==> config.mk <==
export PLATFORM = sky130hd
export DESIGN_NAME = ivmm_ctrl
export DESIGN_NICKNAME = d
export VERILOG_FILES = /design/src/interval_min_max_decimator_assert.svh /design/src/ivmm_pkg.sv /design/src/ivmm_ctrl.sv
export SDC_FILE = /design/constraint.sdc
export NUM_CORES = 1
export LEC_CHECK = 0
export ABC_AREA = 1
export BUFFER_PORTS_ARGS = -buffer_cell sky130_fd_sc_hd__buf_4
export CAP_MARGIN = 10
export CORE_AREA = 8 8 45 47
export DETAILED_ROUTE_END_ITERATION = 7
export DIE_AREA = 0 0 53 55
export PLACE_DENSITY = 0.55
export SYNTH_ARGS = -nofsm -noshare
export SYNTH_HDL_FRONTEND = slang
export SYNTH_SLANG_ARGS = --single-unit
==> constraint.sdc <==
create_clock -name clk -period 2 [get_ports clk]
set_input_delay 0.3 -clock clk [delete_from_list [all_inputs] [get_ports clk]]
set_output_delay 0.3 -clock clk [all_outputs]
set_load 0.005 [all_outputs]
==> src/interval_min_max_decimator_assert.svh <==
// assertion macros for the interval min/max decimator
// used by the top level only; expects clk and rst_n in scope
`ifndef INTERVAL_MIN_MAX_DECIMATOR_ASSERT_SVH
`define INTERVAL_MIN_MAX_DECIMATOR_ASSERT_SVH

// property must hold at every edge out of reset
`define IVMM_ASSERT(lbl, prop, msg) \
  lbl: assert property (@(posedge clk) disable iff (!rst_n) prop) else $error(msg);

// condition must never be true out of reset
`define IVMM_NEVER(lbl, cond, msg) \
  lbl: assert property (@(posedge clk) disable iff (!rst_n) !(cond)) else $error(msg);

`endif

==> src/ivmm_pkg.sv <==
// shared constants and controller/datapath interface types
// no dependencies
`timescale 1ns / 1ps
package ivmm_pkg;
  localparam int NUM_AXES = 6;
  localparam int VALUE_W  = 32;
  localparam int SLOTS    = 4;
  localparam int TIME_W   = 63;
  localparam int REV_W    = 32;
  localparam int IDX_W    = 64;
  localparam int AXIS_W   = 3;
  localparam int POS_W    = 2;

  // slot roles within one axis
  localparam logic [POS_W-1:0] SLOT_FIRST = 2'd0;
  localparam logic [POS_W-1:0] SLOT_MIN   = 2'd1;
  localparam logic [POS_W-1:0] SLOT_MAX   = 2'd2;
  localparam logic [POS_W-1:0] SLOT_LAST  = 2'd3;

  typedef struct packed {
    logic              accept;
    logic              step;
    logic              seed_hold;
    logic              busy;
    logic [AXIS_W-1:0] axis;
    logic [POS_W-1:0]  pos;
  } ivmm_cmd_t;

  typedef struct packed {
    logic close;
    logic out_free;
  } ivmm_sts_t;
endpackage

==> src/ivmm_ctrl.sv <==
// controller: accept, batch emission sequencing and reseed
// depends on ivmm_pkg
`timescale 1ns / 1ps
module ivmm_ctrl
  import ivmm_pkg::*;
(
  input  logic      clk,
  input  logic      rst_n,
  input  logic      in_valid,
  output logic      in_ready,
  input  ivmm_sts_t sts,
  output ivmm_cmd_t cmd
);
  localparam logic [1:0] S_IDLE = 2'd0;
  localparam logic [1:0] S_EMIT = 2'd1;
  localparam logic [1:0] S_SEED = 2'd2;

  logic [1:0]        state_r, state_nxt;
  logic [AXIS_W-1:0] axis_r, axis_nxt;
  logic [POS_W-1:0]  pos_r, pos_nxt;
  logic              last_pos;

  assign in_ready      = (state_r == S_IDLE);
  assign cmd.accept    = in_valid && (state_r == S_IDLE);
  assign cmd.step      = (state_r == S_EMIT) && sts.out_free;
  assign cmd.seed_hold = (state_r == S_SEED);
  assign cmd.busy      = (state_r != S_IDLE);
  assign cmd.axis      = axis_r;
  assign cmd.pos       = pos_r;
  assign last_pos      = (axis_r == AXIS_W'(NUM_AXES - 1)) && (pos_r == SLOT_LAST);

  always_comb begin
    state_nxt = state_r;
    axis_nxt  = axis_r;
    pos_nxt   = pos_r;
    unique case (state_r)
      S_IDLE: begin
        if (cmd.accept && sts.close) begin
          state_nxt = S_EMIT;
          axis_nxt  = '0;
          pos_nxt   = '0;
        end
      end
      S_EMIT: begin
        if (cmd.step) begin
          pos_nxt = pos_r + POS_W'(1);
          if (pos_r == SLOT_LAST) begin
            axis_nxt = axis_r + AXIS_W'(1);
          end
          if (last_pos) begin
            state_nxt = S_SEED;
          end
        end
      end
      S_SEED: begin
        state_nxt = S_IDLE;
      end
      default: begin
        state_nxt = S_IDLE;
      end
    endcase
  end

  always_ff @(posedge clk) begin
    if (!rst_n) begin
      state_r <= S_IDLE;
      axis_r  <= '0;
      pos_r   <= '0;
    end else begin
      state_r <= state_nxt;
      axis_r  <= axis_nxt;
      pos_r   <= pos_nxt;
    end
  end
endmodule

==> run metrics <==
status finished clean; nets between 90 and 100; Via Count 464; Synth Cell Area 442 µm²; IO Count 15; placer congestion estimate 0.846; FFs w/ async S/R, synth 0%; synth top area cells dfxtp_1, nand2_1, inv_1; Setup Fix Bufs, Post-CTS 0; Total Wirelength 1110 µm; residual DRC count 0; hpwl dp 882 µm; Slew Limit Fails 0; # fillers 157; Synth area leader dfxtp_1; Peak VDD IR 321 µV; Synth top cells by count nand2_1, inv_1, dfxtp_1, nand3_1, nor2_2; cts repair resizes 0; drt first pass iters 2; Worst Tran Pin Value 0.338 ns; maxcap violations 0; Primary FF master, synth dfxtp_1; clk_lat worst skew 0.25 ns; Setup Crit Path Kind reg2out; Layout Cells excl Fill 99; cell leakage power ~0.32 nW; synth unique cells 17; Die Footprint 0.00292 mm²; via/cell ratio roughly 4.7; CTS tree yes; Die Wd 53 µm; Max Buffers Root-to-Sink 2; CP startpoint kind register; #FFs+latches synth 7; cells along the critical path nand2_4 > nor2_2 > buf_4; Layout Area Growth over Synthesis 34.3%; delay-heaviest family, CP flip-flops; RSZ-0062 raised after global routing no; area occupied by multi-input gates roughly 250 µm²; GRT Overall Usage 8.25%; syn_area_per_cell 6.79 µm²; post-route design area 593 µm²; Post-CTS Hold Fix Bufs 0; grt ovf 0; pin count of the biggest net entering global routing 8; TNS Setup 0 ns; TritonCTS Buffers 3; Core Area 0.00138 mm²; htree depth 1; Starting Density 31.9%; # clock sinks 7; share of cells above drive strength 1 32.5%; Final min period 1.45 ns; Pwr Density 620 mW/mm²; Antenna Nets Post-Route 0; first-pass GRT wire length around 1800 µm; placement-stage cell area 567 µm²; period utilization 72.5%; hold slack 0.284 ns; relative slew slack about 77%; Die Height 55 µm; CP Capture Type output port; Port Buf Inserts 14; most common cell in the synthesized netlist nand2_1; EDFF count, synth 0; post-synthesis sequential area ratio a little under a third; Final Setup Violations 0; syn_nets 73; root buffer cell clkbuf_4; Register Area 140 µm²; Fmax achieved 690 MHz; diode count 0; Placed Instances 95; Worst Skew 0.00127 ns; endpoints failing hold 0; CP max stage delay 0.52 ns; CP max-delay cell dfxtp_1; initial antenna violation count 0; clk slew on worst S/H paths 0.05 ns; Max FO, Critical Path 7; Wirelength per Cell 11.2 µm; Mapped Cells 65; Worst Path Arrival 1.15 ns; vias in the first global route 452; Hold WC Path Type in2reg; share of the synthesized area in the top cell type 31.7%; DRT iter0 DRCs 7; yosys warns 0; row count 14; CP required 1.70 ns; WP buf/inv 1
cells by family after synthesis:
| kind of cell | after synthesis | synth area share [%] |
|---|---|---|
| DFF | 7 | 31.7 |
| buffers and inverters | 13 | 11.0 |
| AOI/OAI and AO/OA | 6 | 8.21 |
| and+or+nand+nor | 36 | 40.5 |
| adders and majority gates | 3 | 8.50 |
final timing paths:
path                                              start                 endpoint  slack (ns)  cells after the start
worst max-delay path            state_r[0]$_SDFFE_PN0P_                   cmd[7]        0.55                      3
worst min-delay path                              rst_n  state_r[0]$_SDFFE_PN0P_        0.28                      3
worst max register to register    pos_r[0]$_SDFFE_PN0P_   axis_r[0]$_SDFFE_PN0P_        0.81                      6
worst min register to register    pos_r[1]$_SDFFE_PN0P_    pos_r[1]$_SDFFE_PN0P_        0.48                      2
cell usage in the layout (no fill, tap or decap), types with 2 or more instances in the layout:
master | Yosys | layout
nand2_1 | 16 | 16
or2_0 | 2 | 2
clkbuf_4 | 0 | 3
dfxtp_1 | 7 | 7
inv_1 | 12 | 12
nand2_2 | 2 | 2
ha_1 | 3 | 3
nand3_1 | 7 | 7
buf_4 | 0 | 14
a21oi_1 | 3 | 3
nor2_2 | 5 | 5
worst reg2reg max path, stage by stage (launching register included):
cell     delay, ns
dfxtp_1       0.37
ha_1          0.19
inv_1         0.06
a21oi_1       0.22
nand3_1       0.12
nand2_1       0.09
nor2_2        0.03
final cells by class:
cell class,instances,area share [%]
Tap cell,16,3.38
Multi-Input combinational cell,45,42.6
Timing Repair Buffer,14,17.7
Clock buffer,4,4.43
Inverter,13,8.23
Sequential cell,7,23.6
power by group:
part | switching [mW] | internal, mW | total [mW] | leakage, nW
Clock | 0.0543 | 0.0763 | 0.131 | 0.0150
Combinational | 0.0433 | 0.0375 | 0.0809 | 0.252
Sequential | 0.00966 | 0.147 | 0.156 | 0.0571
per-stage QoR:
| stage | setup WS [ns] | util [%] | total power [mW] |
|---|---|---|---|
| floorplan | 0.895 | - | 0.205 |
| global placement | 0.823 | 41.0 | 0.240 |
| detailed placement | 0.832 | 41.0 | 0.240 |
| CTS | 0.544 | 42.9 | 0.376 |
| global route | 0.478 | 42.9 | 0.396 |
| finish | 0.550 | 42.9 | 0.368 |
layer usage:
layer | GRT usage [%] | routed length, µm
met5 | 0 | 0
met4 | 7.33 | 34
met3 | 2.67 | 101
met2 | 13.9 | 509
met1 | 8.04 | 460
state kept, by name, indices dropped and copies added (netlist names):
signal   cells
axis_r       3
pos_r        2
state_r      2
Note: power is estimated with default switching activity, not from simulation.
